$ cat config.mk
export PLATFORM = sky130hd
export DESIGN_NAME = all_pole_iir_filter
export DESIGN_NICKNAME = d
export VERILOG_FILES = /design/src/rtl/apiir_pkg.sv /design/src/rtl/all_pole_iir_filter.sv
export SDC_FILE = /design/constraint.sdc
export NUM_CORES = 2
export LEC_CHECK = 0
export ABC_AREA = 1
export BUFFER_PORTS_ARGS = -buffer_cell sky130_fd_sc_hd__buf_2
export CAP_MARGIN = 25
export CORE_AREA = 2 2 353 180
export CTS_CLUSTER_DIAMETER = 80
export DETAILED_ROUTE_END_ITERATION = 12
export DIE_AREA = 0 0 355 182
export PLACE_DENSITY_LB_ADDON = 0.2
export SYNTH_ARGS = -nofsm -noshare
export SYNTH_HDL_FRONTEND = slang
export SYNTH_SLANG_ARGS = --single-unit
export TNS_END_PERCENT = 100
$ cat constraint.sdc
create_clock -name clk_i -period 18 [get_ports clk_i]
set_input_delay 0.9 -clock clk_i [delete_from_list [all_inputs] [get_ports clk_i]]
set_output_delay 0.9 -clock clk_i [all_outputs]
set_load 0.01 [all_outputs]
$ cat src/rtl/apiir_pkg.sv
package apiir_pkg;

  localparam int unsigned SampleW  = 16;
  localparam int unsigned CoefW    = 24;
  localparam int unsigned FracBits = 20;
  localparam int unsigned MaxOrder = 6;
  localparam int unsigned OrderW   = 3;
  localparam int unsigned PtrW     = 3;
  localparam int unsigned ProdW    = CoefW + SampleW;
  // gain term plus up to six taps, one guard bit each way
  localparam int unsigned AccW     = ProdW + 2;
  localparam int unsigned CfgAddrW = 4;
  localparam int unsigned YWideW   = AccW - FracBits;

  localparam logic [CoefW-1:0] GainReset = CoefW'(1048576);

  // configuration register indexes
  localparam logic [CfgAddrW-1:0] RegGain  = CfgAddrW'(0);
  localparam logic [CfgAddrW-1:0] RegOrder = CfgAddrW'(1);
  localparam logic [CfgAddrW-1:0] RegCoef1 = CfgAddrW'(2);
  localparam logic [CfgAddrW-1:0] RegCoef6 = CfgAddrW'(7);

  typedef logic signed [SampleW-1:0] sample_t;
  typedef logic signed [CoefW-1:0]   coef_t;

endpackage

$ cat src/rtl/all_pole_iir_filter.sv
// all-pole iir filter: y = gain*x - sum(k=1..order) coef_k * y[n-k]
//
// input stream (s_axis_*): one signed 16-bit sample per transaction.
// output stream (m_axis_*): one filtered sample per input sample, with
// tuser flagging that the result was clipped to the 16-bit range.
// config port (cfg_*): index 0 gain, 1 filter order (7 acts as 6),
// 2..7 coef_1..coef_6, all Q4.20; cfg_ready_o is always high, unknown
// indexes are dropped. write only while no sample is in flight.
//
// one shared 24x16 multiplier walks the gain term and then each tap, one
// product per cycle, with a register between multiplier and accumulator.
// after acceptance a sample runs order+1 multiplies, then a drain step for
// the last product, then a finish step that rounds, saturates and loads
// the output register. input is not ready meanwhile, so a new sample is
// taken only once the last one has left the finish step.
//
// the output register frees the datapath, so a new sample is accepted
// while a result waits; if the receiver stalls, the next result holds in
// the finish step until the output register is taken.
// reset: gain 1.0, order 0, coefficients and past outputs zero.
module all_pole_iir_filter (
  input  logic                            clk_i,
  input  logic                            rst_ni,
  // config write channel
  input  logic                            cfg_valid_i,
  output logic                            cfg_ready_o,
  input  logic [apiir_pkg::CfgAddrW-1:0]  cfg_addr_i,
  input  logic [apiir_pkg::CoefW-1:0]     cfg_data_i,
  // input stream
  input  logic                            s_axis_tvalid,
  output logic                            s_axis_tready,
  input  logic [apiir_pkg::SampleW-1:0]   s_axis_tdata,   // [15:0] sample_in
  // output stream
  output logic                            m_axis_tvalid,
  input  logic                            m_axis_tready,
  output logic [apiir_pkg::SampleW-1:0]   m_axis_tdata,   // [15:0] sample_out
  output logic                            m_axis_tuser    // [0] saturated
);
  import apiir_pkg::*;

  typedef enum logic [1:0] {
    StIdle,
    StMac,
    StDrain,
    StFinish
  } state_e;

  // configuration registers
  coef_t             gain_q;
  logic [OrderW-1:0] order_q;
  coef_t             coef_q [MaxOrder];

  // past outputs, circular
  sample_t           past_q [MaxOrder];
  logic [PtrW-1:0]   newest_q;

  // sequencer and datapath
  state_e                  state_q;
  logic [OrderW-1:0]       step_q;
  logic [OrderW-1:0]       taps_q;
  logic [PtrW-1:0]         rd_ptr_q;
  sample_t                 x_q;
  logic signed [ProdW-1:0] prod_q;
  logic                    prod_vld_q;
  logic                    prod_sub_q;
  logic signed [AccW-1:0]  acc_q;

  // output register
  logic    out_vld_q;
  sample_t out_data_q;
  logic    out_sat_q;

  logic                     s_accept;
  logic                     out_free;
  logic [OrderW-1:0]        taps_d;
  logic [PtrW-1:0]          coef_idx;
  logic [PtrW-1:0]          rd_ptr_inc;
  logic [PtrW-1:0]          newest_dec;
  coef_t                    mul_a;
  sample_t                  mul_b;
  logic signed [ProdW-1:0]  prod_d;
  logic signed [AccW-1:0]   acc_add;
  logic signed [AccW-1:0]   round_sum;
  logic signed [YWideW-1:0] y_wide;
  sample_t                  y_sat;
  logic                     y_clip;

  assign cfg_ready_o   = 1'b1;
  assign s_axis_tready = (state_q == StIdle);
  assign s_accept      = s_axis_tvalid && s_axis_tready;
  assign out_free      = !out_vld_q || m_axis_tready;

  assign m_axis_tvalid = out_vld_q;
  assign m_axis_tdata  = out_data_q;
  assign m_axis_tuser  = out_sat_q;

  // order above the store depth saturates
  assign taps_d = (order_q > OrderW'(MaxOrder)) ? OrderW'(MaxOrder) : order_q;

  assign coef_idx   = step_q - PtrW'(1);
  assign rd_ptr_inc = (rd_ptr_q == PtrW'(MaxOrder - 1)) ? '0 : rd_ptr_q + PtrW'(1);
  assign newest_dec = (newest_q == '0) ? PtrW'(MaxOrder - 1) : newest_q - PtrW'(1);

  // shared multiplier: gain*x on step zero, then coef_k * y[n-k]
  always_comb begin
    if (step_q == '0) begin
      mul_a = gain_q;
      mul_b = x_q;
    end else begin
      mul_a = coef_q[coef_idx];
      mul_b = past_q[rd_ptr_q];
    end
  end
  assign prod_d = mul_a * mul_b;

  // accumulate: feedback taps subtract
  always_comb begin
    if (!prod_vld_q) begin
      acc_add = acc_q;
    end else if (prod_sub_q) begin
      acc_add = acc_q - AccW'(prod_q);
    end else begin
      acc_add = acc_q + AccW'(prod_q);
    end
  end

  // round to nearest, ties up, then clip to the sample range
  assign round_sum = acc_q + AccW'(1 << (FracBits - 1));
  assign y_wide    = round_sum[AccW-1:FracBits];
  always_comb begin
    if (y_wide > YWideW'(signed'({1'b0, {(SampleW-1){1'b1}}}))) begin
      y_sat  = {1'b0, {(SampleW-1){1'b1}}};
      y_clip = 1'b1;
    end else if (y_wide < YWideW'(signed'({1'b1, {(SampleW-1){1'b0}}}))) begin
      y_sat  = {1'b1, {(SampleW-1){1'b0}}};
      y_clip = 1'b1;
    end else begin
      y_sat  = y_wide[SampleW-1:0];
      y_clip = 1'b0;
    end
  end

  // config registers
  always_ff @(posedge clk_i or negedge rst_ni) begin
    if (!rst_ni) begin
      gain_q  <= GainReset;
      order_q <= '0;
      for (int i = 0; i < MaxOrder; i++) begin
        coef_q[i] <= '0;
      end
    end else if (cfg_valid_i) begin
      if (cfg_addr_i == RegGain) begin
        gain_q <= cfg_data_i;
      end else if (cfg_addr_i == RegOrder) begin
        order_q <= cfg_data_i[OrderW-1:0];
      end else if (cfg_addr_i >= RegCoef1 && cfg_addr_i <= RegCoef6) begin
        coef_q[PtrW'(cfg_addr_i - RegCoef1)] <= cfg_data_i;
      end
    end
  end

  // past-output store, written when a result is finished
  always_ff @(posedge clk_i or negedge rst_ni) begin
    if (!rst_ni) begin
      newest_q <= '0;
      for (int i = 0; i < MaxOrder; i++) begin
        past_q[i] <= '0;
      end
    end else if (state_q == StFinish && out_free) begin
      newest_q           <= newest_dec;
      past_q[newest_dec] <= y_sat;
    end
  end

  // sequencer and registered outputs
  always_ff @(posedge clk_i or negedge rst_ni) begin
    if (!rst_ni) begin
      state_q    <= StIdle;
      step_q     <= '0;
      taps_q     <= '0;
      rd_ptr_q   <= '0;
      x_q        <= '0;
      prod_q     <= '0;
      acc_q      <= '0;
      prod_vld_q <= 1'b0;
      prod_sub_q <= 1'b0;
      out_vld_q  <= 1'b0;
      out_data_q <= '0;
      out_sat_q  <= 1'b0;
    end else begin
      // the finish step reloads the output register itself
      if (out_vld_q && m_axis_tready && state_q != StFinish) begin
        out_vld_q <= 1'b0;
      end
      case (state_q)
        StIdle: begin
          if (s_accept) begin
            x_q        <= s_axis_tdata;
            step_q     <= '0;
            taps_q     <= taps_d;
            rd_ptr_q   <= newest_q;
            acc_q      <= '0;
            prod_vld_q <= 1'b0;
            state_q    <= StMac;
          end
        end
        StMac: begin
          prod_q     <= prod_d;
          prod_sub_q <= (step_q != '0);
          prod_vld_q <= 1'b1;
          acc_q      <= acc_add;
          if (step_q != '0) begin
            rd_ptr_q <= rd_ptr_inc;
          end
          if (step_q == taps_q) begin
            state_q <= StDrain;
          end else begin
            step_q <= step_q + OrderW'(1);
          end
        end
        StDrain: begin
          acc_q      <= acc_add;
          prod_vld_q <= 1'b0;
          state_q    <= StFinish;
        end
        StFinish: begin
          if (out_free) begin
            out_vld_q  <= 1'b1;
            out_data_q <= y_sat;
            out_sat_q  <= y_clip;
            state_q    <= StIdle;
          end
        end
        default: begin
          state_q <= StIdle;
        end
      endcase
    end
  end

  // the circular pointers never leave the store
  assert property (@(posedge clk_i) disable iff (!rst_ni)
    newest_q < PtrW'(MaxOrder) && rd_ptr_q < PtrW'(MaxOrder))
    else $error("past-output pointer out of range");

  // the tap walk never runs past the tap count
  assert property (@(posedge clk_i) disable iff (!rst_ni)
    state_q == StMac |-> step_q <= taps_q && taps_q <= OrderW'(MaxOrder))
    else $error("tap step beyond tap count");

  // a clipped result sits exactly at a range end
  assert property (@(posedge clk_i) disable iff (!rst_ni)
    m_axis_tvalid && m_axis_tuser |->
      m_axis_tdata == {1'b0, {(SampleW-1){1'b1}}} ||
      m_axis_tdata == {1'b1, {(SampleW-1){1'b0}}})
    else $error("saturation flag without clipped value");

  // an accepted sample blocks the input at the start of its computation
  assert property (@(posedge clk_i) disable iff (!rst_ni)
    s_accept |=> !s_axis_tready ##1 !s_axis_tready)
    else $error("input ready during computation");

endmodule
==> impl_metrics.toml <==
[status]
outcome = "finished, final reports clean"

[timing]
fin_crit_sh_pct = 54.6
setup_violations = 0
finalSetupTns_ns = 0
slew_viol_final = 0
rsz0062_at_grt = "false"
period_minus_slack_ns = 9.83
hold_slack_ns = 0.281
final_hold_viol_count = 0
tightest_slew_ns = 1.23
fmaxAchievable_mhz = 102
max-slew-margin-rel_pct = 17.5
fin_skew_ns = 0.0554

[layout]
post-route-util_pct = 63.1
seq_area_um2 = 9990
num-nets-final = 5484
layout_commonest_cell = "nand2_1"
layout_common_cells = "1,400 x nand2_1, 785 x inv_1, 579 x nor2_1"
layout-drive-gt1-share_pct = 5.22
fin_area_um2 = 39100
multiInputGateArea_um2 = 23000
area_growth_pct = 6.54
nFillCells = 5701

[clocking]
ctsLongestPathBuffers = 3
cts_setup_buffers = 0
numCtsBuffers = 40
clk_pin_slew_worst_paths_ns = 0.07
cts_resized = 0
cts_root_buf = "clkbuf_16"
h-tree-depth = 2
cts_tree = "yes"
cts.sinks = 399
clk_latency_ns = 0.61
postCtsHoldBufs = 0

[critical_path]
path_class = "flip-flop to flip-flop"
cp_slowest_cell = "fa_1"
required_ns = 18.44
rrSetupSlack_ns = 8.17
cp_common_cell = "inv_1"
crit_buf_inv = 10
cp-end-kind = "flip-flop"
slowest_delay_ns = 0.88
cp_max_fo = 27
critPathLaunchType = "flip-flop"
critPathArrivalTime_ns = 10.26
cpLargestDelayFamily = "adder cells"

[route]
drtAntennaViolNets = 0
drt-initial-drc-count = 5078
drtPass1Iterations = 7
drc = 0
vias = 34200
viasPerCell = 5.91
post_drt_wl_per_cell_um = 22.3
totalWireLength_um = 129000

[floorplan]
start_util_pct = 59.3
die_h_um = 182
placeableCoreArea_um2 = 62000
io_pins = 69
dieWidth_um = 355
core.rowCount = 65
dieArea_um2 = 64600

[yosys]
ys_seq_area_share_pct = 27.2
synth_warnings = 0
syn-num-nets = 5494
syn_avg_cell_area_um2 = 7.46
synth_area_leaders = "dfrtp_1 27%, fa_1 20%, nand2_1 14%"
yosysTopAreaCell = "dfrtp_1"
synth_cell_types = 47
mappedNetlistArea_um2 = 36700
ys_seq_elements = 399
syn_inst = 4920
netlist.area_leader.share_pct = 27.1

[placement]
post-dp-hpwl_um = 104000
port_buffers = 67
place.gp.congestion = 1.15
placed_area_um2 = 37700

[grt]
grt_pass1_vias = 31200
grt_use_total_pct = 40.6
grt_pass1_wl_um = 195000
grt_max_degree = 84
antenna_found_initial = 1
overflow = 0

[min_path]
hp-class = "input pin to asynchronous set/reset pin"

[job]
maxCapViolations = 0
==> synth_stat cells, drive strengths merged <==
library cell  count
and2              3
ha              150
o31ai            10
dfrtp           398
a21o              7
a31oi            15
conb              1
a32o              1
buf              90
nand4            37
dfstp             1
nor3             29
a21oi           143
nor2            592
a211oi            1
and3              1
xor2             54
a21boi            6
clkinv           13
nor4              9
nand3           124
xnor2            22
o22ai            17
o21ai           422
inv             793
o21bai            9
a22oi             8
fa              375
nand2          1430
o21a             33
nand3b            6
or2               8
o211ai            7
o32ai            23
clkbuf           82
==> cell type report <==
class | count | share of cell area [%]
Timing Repair Buffer | 120 | 2.00
Multi-Input combinational cell | 3543 | 58.7
Inverter | 806 | 7.73
Sequential cell | 399 | 25.5
Clock buffer | 53 | 2.86
Antenna cell | 4 | 0.0256
Tap cell | 837 | 2.68
Clock inverter | 19 | 0.486
==> per-layer routing <==
| metal | part of all wire (%) | routed length [µm] | vias up | global-route usage (%) |
|---|---|---|---|---|
| met1 | 45 | 58500 | 16300 | 65.6 |
| met5 | 0.20 | 263 | - | 2.37 |
| met2 | 31 | 40300 | 2581 | 41.6 |
| met4 | 1.2 | 1510 | 6 | 4.36 |
| li1 | - | - | 15100 | - |
| met3 | 22 | 28500 | 150 | 28.0 |
==> path summary, 6_finish.rpt <==
check / from / endpoint / cells past startpoint
min in group clk_i: past_q[11] / past_q[11] / 2
min reg2reg: past_q[11] / past_q[11] / 2
max reg2reg: step_q[0] / prod_q[38] / 32
min: rst_ni / coef_q[110] / 1
max in group asynchronous: rst_ni / coef_q[2] / 4
max: step_q[0] / prod_q[38] / 32
==> flip-flops by register name (all words and copies together) (netlist names), 2 cells and up <==
register,count
acc_q,42
order_q,3
coef_q,144
taps_q,3
rd_ptr_q,3
prod_q,40
step_q,3
newest_q,3
x_q,16
gain_q,24
state_q,2
past_q,96
m_axis_tdata,16
==> cells by family after synthesis <==
kind of cell,Yosys count,share of synthesized area [%]
xor+xnor,76,1.81
simple gates,2239,24.5
other cells,1,0.0102
compound gates,702,10.5
flops,399,27.2
buf+inv,978,10.4
fa+ha+maj,525,25.6
==> per-stage QoR <==
step	setup WS, ns	instances
floorplan	10.58	4920
global route	7.69	5777
detailed placement	8.43	5703
global placement	8.56	5703
finish	8.17	5781
CTS	8.42	5775
Power is not shown: default switching activity piles up to over one toggle a cycle in this logic, so the estimate is an artifact.
